--- config.mk ---
export PLATFORM = sky130hd
export DESIGN_NAME = json_string_unescape
export DESIGN_NICKNAME = d
export VERILOG_FILES = /design/src/hdl/jsu_pkg.sv /design/src/hdl/jsu_decode.sv /design/src/hdl/jsu_out_queue.sv /design/src/hdl/json_string_unescape.sv
export SDC_FILE = /design/constraint.sdc
export NUM_CORES = 1
export LEC_CHECK = 0
export ABC_CLOCK_PERIOD_IN_PS = 4200
export BUFFER_PORTS_ARGS = -buffer_cell sky130_fd_sc_hd__buf_2
export CAP_MARGIN = 40
export CORE_MARGIN = 8
export CORE_UTILIZATION = 50
export DETAILED_ROUTE_END_ITERATION = 16
export GPL_TIMING_DRIVEN = 0
export PLACE_DENSITY = 0.79
export SETUP_SLACK_MARGIN = 0.4
export SLEW_MARGIN = 20
export SYNTH_ARGS = -nofsm -noshare
export SYNTH_HDL_FRONTEND = slang
export SYNTH_SLANG_ARGS = --single-unit
--- constraint.sdc ---
create_clock -name i_clk -period 4.2 [get_ports i_clk]
set_input_delay 0.84 -clock i_clk [delete_from_list [all_inputs] [get_ports i_clk]]
set_output_delay 0.84 -clock i_clk [all_outputs]
set_load 0.005 [all_outputs]
--- src/hdl/jsu_pkg.sv ---
// ----------------------------------------------------------------------------
// jsu_pkg
// Shared types and codes for the JSON string unescaper.
// ----------------------------------------------------------------------------
package jsu_pkg;

    localparam int MaxResults = 4;
    localparam int CountWidth = $clog2(MaxResults + 1);
    localparam int IndexWidth = $clog2(MaxResults);

    // Result kinds as they appear on the output port.
    localparam logic [1:0] KIND_BYTE  = 2'd0;
    localparam logic [1:0] KIND_DONE  = 2'd1;
    localparam logic [1:0] KIND_ERROR = 2'd2;

    // Characters of interest.
    localparam logic [7:0] CHAR_QUOTE     = 8'h22;
    localparam logic [7:0] CHAR_BACKSLASH = 8'h5c;
    localparam logic [7:0] CHAR_SLASH     = 8'h2f;
    localparam logic [7:0] CHAR_B         = 8'h62;
    localparam logic [7:0] CHAR_F         = 8'h66;
    localparam logic [7:0] CHAR_N         = 8'h6e;
    localparam logic [7:0] CHAR_R         = 8'h72;
    localparam logic [7:0] CHAR_T         = 8'h74;
    localparam logic [7:0] CHAR_U         = 8'h75;

    typedef struct packed {
        logic [1:0] kind;
        logic [7:0] data;
    } t_result;

    // All results caused by one text byte, oldest in entry zero.
    typedef struct packed {
        t_result [MaxResults-1:0] item;
        logic [CountWidth-1:0]    count;
    } t_bundle;

endpackage

--- src/hdl/jsu_decode.sv ---
// ----------------------------------------------------------------------------
// jsu_decode
// Parser state and the decode of one text byte into its bundle of results.
// ----------------------------------------------------------------------------
module jsu_decode
    import jsu_pkg::*;
(
    input  logic       i_clk,
    input  logic       i_rst_n,
    input  logic [7:0] i_text_byte,
    input  logic       i_end_of_text,
    input  logic       i_advance,
    output t_bundle    o_bundle
);

    typedef enum logic [1:0] {
        MODE_IDLE   = 2'd0,
        MODE_STRING = 2'd1,
        MODE_ESCAPE = 2'd2,
        MODE_HEX    = 2'd3
    } t_mode;

    t_mode       r_mode, n_mode;
    logic [1:0]  r_hex_count, n_hex_count;
    logic [15:0] r_code_point, n_code_point;

    logic [3:0]  hex_digit;
    logic        hex_ok;
    logic [15:0] cp_next;
    t_bundle     bundle;

    always_comb begin
        hex_ok    = 1'b1;
        hex_digit = 4'd0;
        if (i_text_byte >= 8'h30 && i_text_byte <= 8'h39) begin
            hex_digit = i_text_byte[3:0];
        end else if ((i_text_byte >= 8'h61 && i_text_byte <= 8'h66) ||
                     (i_text_byte >= 8'h41 && i_text_byte <= 8'h46)) begin
            hex_digit = i_text_byte[3:0] + 4'd9;
        end else begin
            hex_ok = 1'b0;
        end
    end

    assign cp_next = {r_code_point[11:0], hex_digit};

    always_comb begin
        n_mode       = r_mode;
        n_hex_count  = r_hex_count;
        n_code_point = r_code_point;
        bundle       = '0;

        unique case (r_mode)
            MODE_IDLE: begin
                if (i_text_byte != CHAR_QUOTE) begin
                    bundle.item[0] = '{kind: KIND_ERROR, data: 8'h00};
                    bundle.count   = CountWidth'(1);
                end else begin
                    n_mode = MODE_STRING;
                end
            end
            MODE_STRING: begin
                if (i_text_byte == CHAR_QUOTE) begin
                    bundle.item[0] = '{kind: KIND_DONE, data: 8'h00};
                    bundle.count   = CountWidth'(1);
                    n_mode         = MODE_IDLE;
                end else if (i_text_byte == CHAR_BACKSLASH) begin
                    n_mode = MODE_ESCAPE;
                end else begin
                    bundle.item[0] = '{kind: KIND_BYTE, data: i_text_byte};
                    bundle.count   = CountWidth'(1);
                end
            end
            MODE_ESCAPE: begin
                n_mode         = MODE_STRING;
                bundle.count   = CountWidth'(1);
                bundle.item[0] = '{kind: KIND_BYTE, data: i_text_byte};
                unique case (i_text_byte)
                    CHAR_QUOTE, CHAR_BACKSLASH, CHAR_SLASH: ;
                    CHAR_B: bundle.item[0].data = 8'h08;
                    CHAR_F: bundle.item[0].data = 8'h0c;
                    CHAR_N: bundle.item[0].data = 8'h0a;
                    CHAR_R: bundle.item[0].data = 8'h0d;
                    CHAR_T: bundle.item[0].data = 8'h09;
                    CHAR_U: begin
                        bundle.count = '0;
                        n_mode       = MODE_HEX;
                        n_hex_count  = 2'd0;
                        n_code_point = 16'h0000;
                    end
                    default: begin
                        bundle.item[0] = '{kind: KIND_ERROR, data: 8'h00};
                        n_mode         = MODE_IDLE;
                    end
                endcase
            end
            MODE_HEX: begin
                if (!hex_ok) begin
                    bundle.item[0] = '{kind: KIND_ERROR, data: 8'h00};
                    bundle.count   = CountWidth'(1);
                    n_mode         = MODE_IDLE;
                end else begin
                    n_code_point = cp_next;
                    if (r_hex_count == 2'd3) begin
                        n_hex_count = 2'd0;
                        n_mode      = MODE_STRING;
                        // Encode the gathered code point as UTF-8.
                        if (cp_next[15:7] == '0) begin
                            bundle.item[0] = '{kind: KIND_BYTE, data: cp_next[7:0]};
                            bundle.count   = CountWidth'(1);
                        end else if (cp_next[15:11] == '0) begin
                            bundle.item[0] = '{kind: KIND_BYTE,
                                               data: {3'b110, cp_next[10:6]}};
                            bundle.item[1] = '{kind: KIND_BYTE,
                                               data: {2'b10, cp_next[5:0]}};
                            bundle.count   = CountWidth'(2);
                        end else begin
                            bundle.item[0] = '{kind: KIND_BYTE,
                                               data: {4'b1110, cp_next[15:12]}};
                            bundle.item[1] = '{kind: KIND_BYTE,
                                               data: {2'b10, cp_next[11:6]}};
                            bundle.item[2] = '{kind: KIND_BYTE,
                                               data: {2'b10, cp_next[5:0]}};
                            bundle.count   = CountWidth'(3);
                        end
                    end else begin
                        n_hex_count = r_hex_count + 2'd1;
                    end
                end
            end
            default: n_mode = MODE_IDLE;
        endcase

        // Text that runs out inside a string closes with an error after
        // whatever this byte has already produced.
        if (i_end_of_text && n_mode != MODE_IDLE) begin
            bundle.item[bundle.count[IndexWidth-1:0]] = '{kind: KIND_ERROR, data: 8'h00};
            bundle.count = bundle.count + CountWidth'(1);
            n_mode       = MODE_IDLE;
        end
    end

    assign o_bundle = bundle;

    always_ff @(posedge i_clk) begin
        if (!i_rst_n) begin
            r_mode       <= MODE_IDLE;
            r_hex_count  <= 2'd0;
            r_code_point <= 16'h0000;
        end else if (i_advance) begin
            r_mode       <= n_mode;
            r_hex_count  <= n_hex_count;
            r_code_point <= n_code_point;
        end
    end

endmodule

--- src/hdl/jsu_out_queue.sv ---
// ----------------------------------------------------------------------------
// jsu_out_queue
// Result register holding one bundle and handing out its entries in order.
// ----------------------------------------------------------------------------
module jsu_out_queue
    import jsu_pkg::*;
(
    input  logic       i_clk,
    input  logic       i_rst_n,
    input  t_bundle    i_bundle,
    input  logic       i_load,
    output logic       o_can_load,
    output logic       o_out_valid,
    input  logic       i_out_ready,
    output logic [1:0] o_kind,
    output logic [7:0] o_out_byte,
    output logic       o_run_last
);

    t_result [MaxResults-1:0] r_item, n_item;
    logic [CountWidth-1:0]    r_left, n_left;
    logic                     fire;

    assign fire        = o_out_valid && i_out_ready;
    assign o_out_valid = (r_left != '0);
    assign o_can_load  = (r_left == '0) || (r_left == CountWidth'(1) && i_out_ready);
    assign o_kind      = r_item[0].kind;
    assign o_out_byte  = r_item[0].data;
    assign o_run_last  = (r_left == CountWidth'(1));

    always_comb begin
        n_item = r_item;
        n_left = r_left;
        if (fire) begin
            // Move the remaining results down one place.
            for (int i = 0; i < MaxResults - 1; i++) begin
                n_item[i] = r_item[i+1];
            end
            n_left = r_left - CountWidth'(1);
        end
        if (i_load) begin
            n_item = i_bundle.item;
            n_left = i_bundle.count;
        end
    end

    always_ff @(posedge i_clk) begin
        r_item <= n_item;
        if (!i_rst_n) begin
            r_left <= '0;
        end else begin
            r_left <= n_left;
        end
    end

    a_load_only_when_drained: assert property (@(posedge i_clk) disable iff (!i_rst_n)
        i_load |-> (r_left == '0 || (r_left == CountWidth'(1) && fire)))
        else $error("bundle loaded over undelivered results");

    a_more_follows: assert property (@(posedge i_clk) disable iff (!i_rst_n)
        (fire && r_left > CountWidth'(1)) |=> o_out_valid)
        else $error("bundle dropped results after a transaction");

    a_status_closes_run: assert property (@(posedge i_clk) disable iff (!i_rst_n)
        (o_out_valid && o_kind != KIND_BYTE) |-> (o_run_last && o_out_byte == 8'h00))
        else $error("done or error result is not the last of its run");

    a_count_in_range: assert property (@(posedge i_clk) disable iff (!i_rst_n)
        r_left <= CountWidth'(MaxResults))
        else $error("result count beyond the bundle size");

endmodule

--- src/hdl/json_string_unescape.sv ---
// ----------------------------------------------------------------------------
// json_string_unescape
// Decodes one quoted JSON string literal from a byte stream into UTF-8 bytes.
// ----------------------------------------------------------------------------
// One text byte is taken per clock while each byte yields at most one result and
// the receiver stays ready; a byte that yields n results (a \u escape encoding to
// two or three UTF-8 bytes, or an end-of-text error appended to them) holds the
// output side until all n, up to four, are taken; the input side stalls only
// for the extra ones. A byte's first result is presented once it has passed
// from the input register through the decoder into the result register, which
// it enters once earlier results are all taken or their last is being taken.
// Every byte that produces results returns them as one run; the last carries
// run_last, and a byte that produces nothing leaves no trace on the output.
module json_string_unescape
    import jsu_pkg::*;
(
    input  logic       i_clk,
    input  logic       i_rst_n,
    input  logic       i_in_valid,
    output logic       o_in_ready,
    input  logic [7:0] i_text_byte,
    input  logic       i_end_of_text,
    output logic       o_out_valid,
    input  logic       i_out_ready,
    output logic [1:0] o_kind,
    output logic [7:0] o_out_byte,
    output logic       o_run_last
);

    logic       r_in_valid;
    logic [7:0] r_in_byte;
    logic       r_in_eot;

    t_bundle    bundle;
    logic       can_load;
    logic       advance;
    logic       load;

    // A byte with no results never needs the result register.
    assign advance    = r_in_valid && (bundle.count == '0 || can_load);
    assign load       = advance && (bundle.count != '0);
    assign o_in_ready = !r_in_valid || advance;

    always_ff @(posedge i_clk) begin
        if (!i_rst_n) begin
            r_in_valid <= 1'b0;
        end else if (o_in_ready) begin
            r_in_valid <= i_in_valid;
        end
        if (o_in_ready && i_in_valid) begin
            r_in_byte <= i_text_byte;
            r_in_eot  <= i_end_of_text;
        end
    end

    jsu_decode u_decode (
        .i_clk         (i_clk),
        .i_rst_n       (i_rst_n),
        .i_text_byte   (r_in_byte),
        .i_end_of_text (r_in_eot),
        .i_advance     (advance),
        .o_bundle      (bundle)
    );

    jsu_out_queue u_out_queue (
        .i_clk       (i_clk),
        .i_rst_n     (i_rst_n),
        .i_bundle    (bundle),
        .i_load      (load),
        .o_can_load  (can_load),
        .o_out_valid (o_out_valid),
        .i_out_ready (i_out_ready),
        .o_kind      (o_kind),
        .o_out_byte  (o_out_byte),
        .o_run_last  (o_run_last)
    );

endmodule

==> qor.txt, run 1 <==
Worst-Margin Slew: 0.647 ns
Antenna diodes: 0
CP required: 3.36 ns
Max Slew Vio Count: 0
final critical-path share of the clock period: 95.5%
Setup Crit Path Kind: flop to primary output
RSZ-0062 raised after global routing: true
Clock Path Buffers: 2
Syn-to-layout area delta: 26.0%
die area: 9720 um2
PwrDens: 454 nW/um2
GR Overflow Total: 0
Pint: 0.00131 W
endpoints failing setup: 0
hold path start: u_decode.r_hex_count[1]
Routed Antenna Nets: 0
Min Clock Period, post-route: 4.01 ns
clk root buf: clkbuf_8
Endpoint, Worst Hold: u_decode.r_hex_count[1]
Finished Cell Area: 4300 um2
status: completed
CTS sink count: 56
number of global-route vias before repair: 2909
crit-path max FO: 5
register share of total power: 44.3%
worst reg2reg path startpoint: r_in_byte[1]
RR Endpoint: u_out_queue.o_out_byte[2]
worst-path cell with the longest stage delay: edfxtp_1
crit path launch type: flop
Comb pwr share: 36.8%
Final HPWL DP: 6.36 mm
WP data arrival: 3.17 ns
Placed Area: 3650 um2
first drt pass iteration count: 5
ys async rst share: 0%
DIE HEIGHT: 98.6 um
number of enable flip-flop cells after synthesis: 36
critical-path cell list: inv_2 -> ha_4 -> buf_4 -> nand3b_1 -> nor3_2 -> nor2_1 -> a211o_4 -> ha_2 -> nand3b_1 -> a211oi_2 -> a31oi_2 -> and3_4 -> inv_2 -> buf_6
Tot Pwr: 0.00195 W
Syn. warnings: 0
input/output buffers: 24
Initial Util: 51.1%
worst IR drop on VDD: 0.000173 V
pin count of the biggest net entering global routing: 27
r2r setup slk: 0.22 ns
most common cell after layout, fill and taps aside: buf_4
Core Region: 6680 um2
hold depth: 2
NetSw: 0.000645 W
Yosys cell types: 70
pre-CTS WS: -0.365 ns
vias per cell: 6.13
Synth Register Bits: 56
Worst-path clk slew: 0.11 ns
Max-slew headroom: 56.5%
CTS tree: built
number of max-cap violations: 0
Mapped Area: 3410 um2
Seq/Total Area, Yosys: 43.4%
via count: 3083
leak pwr: 1.62 nW
initial DRC count: 355
layout cell share with drive strength beyond 1: 32.2%
clock buffer count from CTS: 5
Avg WL per Cell: 19.0 um
first-pass GRT wire length: 14.6 mm
gp weighted congestion: 0.972
CTS Hold Bufs: 0
Synth Flop Type: edfxtp_1
Clk Latency, worst-skew pair: 0.32 ns
cell count after synthesis: 352
crit path from: r_in_byte[1]
final hold vios: 0
Worst Slack Setup Final: 0.190 ns
GRT Util Overall: 18.6%
Net Sw Frac: 33.1%
Setup Total Neg Slack: 0 ns
synthesized area per cell: 9.69 um2
DRT Wirelength: 9.54 mm
Worst setup EP type: primary output
Clk network pwr share: 18.9%
Crit path largest cell delay: 0.43 ns
Reg2Reg Depth: 20
initial antenna violation count: 0
drt drc: 0
Synth Net Count: 377
Layout Skew: 0.0152 ns
most frequent cells in the layout: 45 x buf_4, 42 x nand2_1, 36 x edfxtp_1, 26 x buf_2, 25 x nor2_1
Die X: 98.6 um
IO Count: 26
final net count: 447
H-tree depth: 2
Tightest Hold Check Type: flop to flop
Fmax: 249 MHz
row count: 30
per-stage QoR:
stage	hold WS [ns]	std cells	utilization [%]
floorplan	0.438	352	-
global placement	0.451	456	54.5
detailed placement	0.466	457	54.6
CTS	0.482	485	60.1
global route	0.514	503	64.3
finish	0.476	503	64.3
Yosys cell counts, types with 3 or more instances:
library cell  count  share of area, %
nor2_1           25               2.8
a21o_1            3              0.66
dfxtp_1          20                12
nand2b_1          8               1.5
xnor2_1           4               1.0
nor2b_1           5              0.92
and3_1            4              0.73
and2_1            9               1.7
buf_4            11               2.4
mux2i_1          12               3.5
inv_1            11               1.2
o22ai_1           5              0.92
o41ai_1           5               1.3
nand3b_1          3              0.66
o21ai_0          11               1.6
o21bai_1          4              0.88
a31oi_1           3              0.55
nor3b_1           4              0.88
buf_2             5              0.73
edfxtp_1         36                32
nand3_1          12               1.8
nand2_1          43               4.7
a22o_1            6               1.5
ha_1             12               4.4
clkbuf_1          8              0.88
a21oi_1          20               2.9
a221oi_1          3              0.77
nor3_1            7               1.0
sequential cells by signal, summed over array words and instances, names as in the netlist:
signal / count
u_decode.r_code_point: 12
u_out_queue.o_kind: 2
u_out_queue.r_item: 17
u_decode.r_mode: 2
r_in_eot: 1
r_in_valid: 1
r_in_byte: 8
u_decode.r_hex_count: 2
u_out_queue.r_left: 3
u_out_queue.o_out_byte: 8
power by group through the flow:
stage	sequential [W]	combinational (W)	clock, W
floorplan	0.000855	0.000407	0
global placement	0.000869	0.000556	0
detailed placement	0.000875	0.000582	0
CTS	0.000860	0.000636	0.000383
global route	0.000880	0.000780	0.000398
finish	0.000864	0.000718	0.000369
worst max-delay path: cells and delay by family (launching register included):
family / cells / cell delay (ns)
AND/OR/NAND/NOR: 5 / 0.94
flip-flops: 1 / 0.43
adder cells (fa/ha/maj): 2 / 0.36
buffers and inverters: 4 / 0.39
AO/OA/AOI/OAI: 3 / 0.73
kinds of logic (layout without fill, tap and decap cells):
kind of cell             after synthesis  after routing  synth area share, %
adder cells (fa/ha/maj)               12             12                 4.40
buffers and inverters                 39            109                 5.90
XOR/XNOR                               4              4                 1.03
flip-flops                            56             56                 43.4
AO/OA/AOI/OAI                         85             85                 18.4
AND/OR/NAND/NOR                      142            143                 22.6
multiplexers                          14             14                 4.18
repair_timing:
action,4_1_cts,5_1_grt
pin swaps,8,11
setup buffers,20,17
gates resized for setup,23,35
endpoints found under the setup margin,78,57
cloned,0,1
layer usage:
metal / vias to the layer above / routed length [um] / global-route usage, %
met3: 28 / 721 / 3.59
met4: 0 / 337 / 9.09
met1: 1466 / 3900 / 23.6
met2: 153 / 4570 / 29.7
li1: 1436 / - / -
met5: - / 0 / 0
worst max path at each step:
| stage | end | slack (ns) |
|---|---|---|
| floorplan | u_out_queue.o_kind[0] | 0.47 |
| global placement | u_out_queue.r_item[21] | -0.28 |
| detailed placement | u_out_queue.r_item[27] | -0.36 |
| CTS | o_in_ready | 0.25 |
| global route | o_in_ready | 0.06 |
| finish | o_in_ready | 0.19 |
area by class of cell:
type	count	area (um2)
multi-input cells	258	1950
repair buffers	62	432
flip-flops and latches	56	1480
well taps	80	100
clock inverters	3	46.3
plain buffers	26	176
fillers	500	2380
inverters	13	48.8
clock buffers	5	68.8
Note: power is estimated with default switching activity, not from simulation.
==> inputs of run 2 (changes only) <==
--- a/config.mk
+++ b/config.mk
@@ -9,10 +9,10 @@
 export BUFFER_PORTS_ARGS = -buffer_cell sky130_fd_sc_hd__buf_2
 export CAP_MARGIN = 40
 export CORE_MARGIN = 8
-export CORE_UTILIZATION = 50
+export CORE_UTILIZATION = 37
 export DETAILED_ROUTE_END_ITERATION = 16
 export GPL_TIMING_DRIVEN = 0
-export PLACE_DENSITY = 0.79
+export PLACE_DENSITY = 0.63
 export SETUP_SLACK_MARGIN = 0.4
 export SLEW_MARGIN = 20
 export SYNTH_ARGS = -nofsm -noshare
==> run 2 against run 1 <==
Against the previous run:
- clock skew is 0.0012 ns higher
- wire length decreased by 4.4%
- first-iteration DRC count decreased by 31%
- flip-flop and latch count stayed put
- clock power shrank 11%
- register-to-register slack better by 0.26 ns
- die area grew 29%
- cell count increased by 5.6%
- critical endpoint unchanged
- largest power group unchanged
- highest routed layer unchanged
==> qor.txt, run 2 (synthesized netlist as in run 1, its figures left out) <==
Placed Area: 3680 um2
Most flops, register: u_out_queue.r_item
final critical-path share of the clock period: 94.5%
Clk Latency, worst-skew pair: 0.33 ns
status: completed
initial antenna violation count: 0
drt drc: 0
first-pass GRT wire length: 14.3 mm
crit-path max FO: 4
Die X: 112 um
clock buffer count from CTS: 5
Antenna diodes: 0
layout cell share with drive strength beyond 1: 31.4%
DRT Wirelength: 9.12 mm
largest registers: u_out_queue.r_item x17, u_decode.r_code_point x12
GRT Util Overall: 14.1%
row count: 35
Syn-to-layout area delta: 24.9%
Final HPWL DP: 6.51 mm
Hold WS: 0.478 ns
RSZ-0062 raised after global routing: true
Tightest Hold Check Type: flop to flop
IO Count: 26
most frequent cells in the layout: 44 x buf_4, 42 x nand2_1, 36 x edfxtp_1, 27 x buf_2, 25 x nor2_1
Setup Total Neg Slack: 0 ns
Buf/Inv on CP: 3
H-tree depth: 2
Worst-path clk slew: 0.12 ns
CP top delay family: compound AO/OA/AOI/OAI gates
Clock Path Buffers: 2
gp weighted congestion: 0.896
Crit path largest cell delay: 0.46 ns
endpoints failing setup: 0
final net count: 444
max FFs per register: 17
first drt pass iteration count: 7
Setup Crit Path Kind: flop to primary output
worst-path cell with the longest stage delay: edfxtp_1
Finished Cell Area: 4260 um2
number of global-route vias before repair: 2860
Layout Skew: 0.0164 ns
initial DRC count: 246
pin count of the biggest net entering global routing: 27
Initial Util: 37.5%
worst IR drop on VDD: 0.000230 V
Max Slew Vio Count: 0
critical-path cell list: nand2b_2 -> o41ai_4 -> buf_4 -> a31oi_4 -> a211o_4 -> ha_4 -> nand3b_1 -> a211oi_2 -> a31oi_1 -> and3_4 -> inv_2 -> buf_6
CTS tree: built
leak pwr: 1.59 nW
DIE HEIGHT: 112 um
Worst setup EP type: primary output
Worst-Margin Slew: 0.711 ns
most common cell after layout, fill and taps aside: buf_4
input/output buffers: 24
Avg WL per Cell: 17.2 um
Routed Antenna Nets: 0
Fmax: 252 MHz
vias per cell: 5.62
Max-slew headroom: 52.2%
CP required: 3.36 ns
Min Clock Period, post-route: 3.97 ns
final hold vios: 0
CTS sink count: 56
number of max-cap violations: 0
die area: 12600 um2
clk root buf: clkbuf_8
GR Overflow Total: 0
WP data arrival: 3.13 ns
PwrDens: 436 nW/um2
via count: 2982
Core Region: 9110 um2
crit path launch type: flop
[run 2: cell types whose count changed in the layout (fill, tap and decap cells not counted), sizes merged]
cell / previous run / this run
buf: 80 / 77
bufinv: 1 / 0
clkbuf: 13 / 14
clkinvlp: 0 / 1
nand2: 45 / 44
[run 2: final cells by class]
cell class / instances / area, um2
Buffer: 26 / 166
Clock buffer: 5 / 68.8
Clock inverter: 3 / 27.5
Fill cell: 833 / 4850
Inverter: 13 / 48.8
Multi-Input combinational cell: 257 / 1930
Sequential cell: 56 / 1480
Tap cell: 111 / 139
Timing Repair Buffer: 60 / 404
[run 2: report_power, final]
group	switching [W]	total, W	internal [W]
combinational	0.000365	0.000669	0.000304
sequential	0.0000586	0.000860	0.000801
clock	0.000205	0.000328	0.000123
[run 2: worst paths after layout]
path                         endpoint  slack [ns]  cells after the start                     from
max                        o_in_ready        0.23                     12             r_in_byte[7]
min           u_decode.r_hex_count[1]        0.48                      2  u_decode.r_hex_count[1]
max reg2reg  u_decode.r_code_point[9]        0.48                     15             r_in_byte[7]
min reg2reg   u_decode.r_hex_count[1]        0.48                      2  u_decode.r_hex_count[1]
[run 2: timing repair]
item | 4_1_cts | 5_1_grt
resized for setup | 16 | 29
hold buffers | 0 | 0
buffers inserted | 15 | 21
pin swaps | 9 | 13
setup endpoints to repair | 75 | 39
[run 2: metrics by stage]
step           utilization (%)  setup slack, ns  instances  power, W
2_1_floorplan                -            0.469        352   0.00126
3_3_place_gp              40.4           -0.295        487   0.00144
3_5_place_dp              40.4           -0.269        487   0.00145
4_1_cts                   43.4            0.179        510   0.00181
5_1_grt                   46.8            0.116        531   0.00197
6_report                  46.8            0.231        531   0.00186
[run 2: layer usage]
metal  track usage [%]  routed length [um]  share of wire (%)  vias to the layer above
met3              3.11                 527                5.8                       33
met2              22.7                4240                 46                      116
li1                  -                   -                  -                     1430
met1              17.2                3960                 43                     1403
met5                 0                   0                  0                        -
met4              7.82                 391                4.3                        0
[run 2: worst min-delay path, cell delays in order, from the launching register on]
cell and delay (ns):
dfxtp_1 0.33, nand2_1 0.06, mux2i_1 0.06
==> inputs of run 3 (changes only) <==
--- a/config.mk
+++ b/config.mk
@@ -5,14 +5,15 @@
 export SDC_FILE = /design/constraint.sdc
 export NUM_CORES = 1
 export LEC_CHECK = 0
+export ABC_AREA = 1
 export ABC_CLOCK_PERIOD_IN_PS = 4200
 export BUFFER_PORTS_ARGS = -buffer_cell sky130_fd_sc_hd__buf_2
 export CAP_MARGIN = 40
 export CORE_MARGIN = 8
-export CORE_UTILIZATION = 37
+export CORE_UTILIZATION = 55
 export DETAILED_ROUTE_END_ITERATION = 16
 export GPL_TIMING_DRIVEN = 0
-export PLACE_DENSITY = 0.63
+export PLACE_DENSITY = 0.85
 export SETUP_SLACK_MARGIN = 0.4
 export SLEW_MARGIN = 20
 export SYNTH_ARGS = -nofsm -noshare
==> run 3 against run 2 <==
Against the previous run:
- fmax is 7.6% higher
- clock skew decreased by 0.0046 ns
- final area decreased by 6.1%
- combinational power grew 42%
- die area is 26% lower
- non-clock buffer count decreased by 31
- critical path depth up 4
- sequential power is 2.8% higher
- utilization up 17 points
- critical endpoint unchanged
- largest cell class unchanged
- highest routed layer unchanged
==> qor.txt, run 3 <==
status: completed
Layout Skew: 0.0118 ns
Min Clock Period, post-route: 3.69 ns
Synth Net Count: 494
Tightest Hold Check Type: flop to flop
Clk Latency, worst-skew pair: 0.32 ns
CTS Hold Bufs: 0
Worst setup EP type: primary output
Fill cells: 545
worst IR drop on VDD: 0.000403 V
post-synth top area share: 30.3%
Worst-path clk slew: 0.10 ns
largest family of logic cells by synthesized area: simple AND/OR/NAND/NOR gates
DRT Wirelength: 8.89 mm
gp weighted congestion: 0.963
via count: 3258
pin count of the biggest net entering global routing: 17
Synth Flop Type: edfxtp_1
CTS sink count: 56
initial antenna violation count: 0
cell taking the most area after synthesis: edfxtp_1
Non-Filler Instances: 587
first-pass GRT wire length: 14.7 mm
GR Overflow Total: 0
Fmax: 271 MHz
most common cell after layout, fill and taps aside: nand2_1
Mapped Area: 3570 um2
vias per cell: 5.55
ys async rst share: 0%
final net count: 534
CP top delay family: simple AND/OR/NAND/NOR gates
row count: 29
dpl cells: 571
number of enable flip-flop cells after synthesis: 36
Synth Register Bits: 56
clock buffer count from CTS: 5
CP required: 3.36 ns
Crit path largest cell delay: 0.45 ns
Syn. warnings: 0
die area: 9330 um2
Avg WL per Cell: 15.1 um
Antenna diodes: 0
drt drc: 0
final critical-path share of the clock period: 87.8%
RSZ-0062 raised after global routing: false
first drt pass iteration count: 5
DIE HEIGHT: 96.6 um
Core Region: 6310 um2
mux contribution to synthesized area: 0%
IO Count: 26
most frequent cells in the layout: 126 x nand2_1, 53 x inv_1, 46 x nor2_1, 36 x edfxtp_1, 28 x buf_2
Synth Area in Adders: 4.20%
Syn-to-layout area delta: 12.0%
number of global-route vias before repair: 3107
Setup Total Neg Slack: 0 ns
max FFs per register: 17
cell count after synthesis: 469
Die X: 96.6 um
clk root buf: clkbuf_8
Buf/Inv on CP: 4
Routed Antenna Nets: 0
Commonest cells post-synth: 126 x nand2_1, 55 x inv_1, 47 x nor2_1
number of max-cap violations: 0
Synth Area in XOR/XNOR: 1.23%
synth top area cells: edfxtp_1 30%, nand2_1 13%, dfxtp_1 11%, inv_1 5.8%, nor2_1 4.9%
worst-path cell with the longest stage delay: edfxtp_1
PwrDens: 546 nW/um2
Tot Pwr: 0.00219 W
Setup Crit Path Kind: flop to primary output
input/output buffers: 24
GRT Util Overall: 18.7%
Initial Util: 56.6%
largest registers: u_out_queue.r_item x17, u_decode.r_code_point x12
Worst-Margin Slew: 0.561 ns
layout cell share with drive strength beyond 1: 18.4%
Yosys cell types: 37
synthesized area per cell: 7.62 um2
crit path launch type: flop
Seq/Total Area, Yosys: 41.5%
Clock Path Buffers: 2
most common cell in the synthesized netlist: nand2_1
WP data arrival: 2.85 ns
endpoints failing setup: 0
H-tree depth: 2
Most flops, register: u_out_queue.r_item
crit-path max FO: 6
final hold vios: 0
critical-path cell list: nor2_1 -> inv_1 -> nor2_2 -> nand2_4 -> nand2_4 -> nand2_4 -> nor2_4 -> inv_2 -> nor2_4 -> inv_2 -> ha_1 -> nand3_1 -> nand2_2 -> nand3_4 -> nand3_2 -> buf_2
CP most frequent cell: nand2_4
CTS tree: built
Synth Area in Compound Gates: 10.0%
leak pwr: 1.78 nW
initial DRC count: 266
Final HPWL DP: 6.78 mm
post-synthesis simple-gate area fraction: 32.3%
Max Slew Vio Count: 0
Max-slew headroom: 62.5%
Core Util, Final: 63.4%
==> run 3: changes by cell type in the layout (fill, tap and decap cells not counted), moves of 10 or more <==
cell | previous run | this run
mux2i_1 | 12 | 0
nand2_1 | 42 | 126
nand3_1 | 11 | 21
inv_1 | 7 | 53
nand4_1 | 2 | 21
buf_4 | 44 | 19
nor2_1 | 25 | 46
==> run 3: routing by layer <==
layer	GRT usage, %	share of wire, %	vias up
met3	4.20	7.0	27
met1	23.3	42	1488
li1	-	-	1615
met2	30.8	49	128
met4	6.63	2.2	0
met5	0	0	-
==> run 3: final timing paths <==
check        slack [ns]                  start                      to  depth (start not counted)
max                0.51           r_in_byte[7]              o_in_ready                         16
min                0.50  u_out_queue.r_left[1]   u_out_queue.r_left[1]                          2
max reg2reg        0.55           r_in_byte[7]  u_out_queue.r_item[21]                         18
min reg2reg        0.50  u_out_queue.r_left[1]   u_out_queue.r_left[1]                          2
==> run 3: layout make-up <==
| type | instances | area (um2) | area share, % |
|---|---|---|---|
| Clock inverter | 2 | 35.0 | 0.875 |
| Multi-Input combinational cell | 326 | 1740 | 43.4 |
| Buffer | 22 | 136 | 3.41 |
| Timing Repair Buffer | 33 | 195 | 4.88 |
| Tap cell | 77 | 96.3 | 2.41 |
| Inverter | 65 | 249 | 6.22 |
| Clock buffer | 6 | 72.6 | 1.81 |
| Sequential cell | 56 | 1480 | 37.0 |
==> run 3: cells by family (layout without fill, tap and decap cells) <==
logic type / count (synthesis) / in the layout
AO/OA/AOI/OAI: 61 / 61
XOR/XNOR: 5 / 5
adder cells (fa/ha/maj): 12 / 12
buffers and inverters: 87 / 128
flip-flops: 56 / 56
AND/OR/NAND/NOR: 248 / 248
==> run 3: through the flow <==
stage	hold WS [ns]	setup WS [ns]	area, um2
3_5_place_dp	0.479	0.310	3800
6_report	0.496	0.511	4000
2_1_floorplan	0.463	0.789	3570
5_1_grt	0.525	0.359	4000
4_1_cts	0.494	0.437	3940
3_3_place_gp	0.476	0.198	3790
==> run 3: timing repair <==
item,in CTS,in global routing
gates cloned,0,0
endpoints found under the setup margin,15,15
pin swaps,0,4
gates resized for setup,4,4
buffers inserted,2,6
==> run 3: worst register-to-register path, stage by stage (launching register included) <==
cell and delay [ns]:
edfxtp_1 0.45, nor2_1 0.24, inv_1 0.11, nor2_2 0.16, nand2_4 0.10, nand2_4 0.10, nand2_4 0.08, nor2_4 0.16
inv_2 0.09, nor2_4 0.14, inv_2 0.07, ha_1 0.28, nand3_1 0.09, nand2_2 0.12, nand3_4 0.13, nand3_4 0.15
buf_2 0.26, nand2_1 0.38, buf_8 0.30
==> run 3: power breakdown <==
group | total (W) | leakage [nW] | internal (W) | switching (W)
clock network | 0.000350 | 0.0552 | 0.000177 | 0.000173
logic | 0.000953 | 1.22 | 0.000352 | 0.000601
registers | 0.000884 | 0.511 | 0.000817 | 0.0000672
total | 0.00219 | 1.78 | 0.00135 | 0.000841
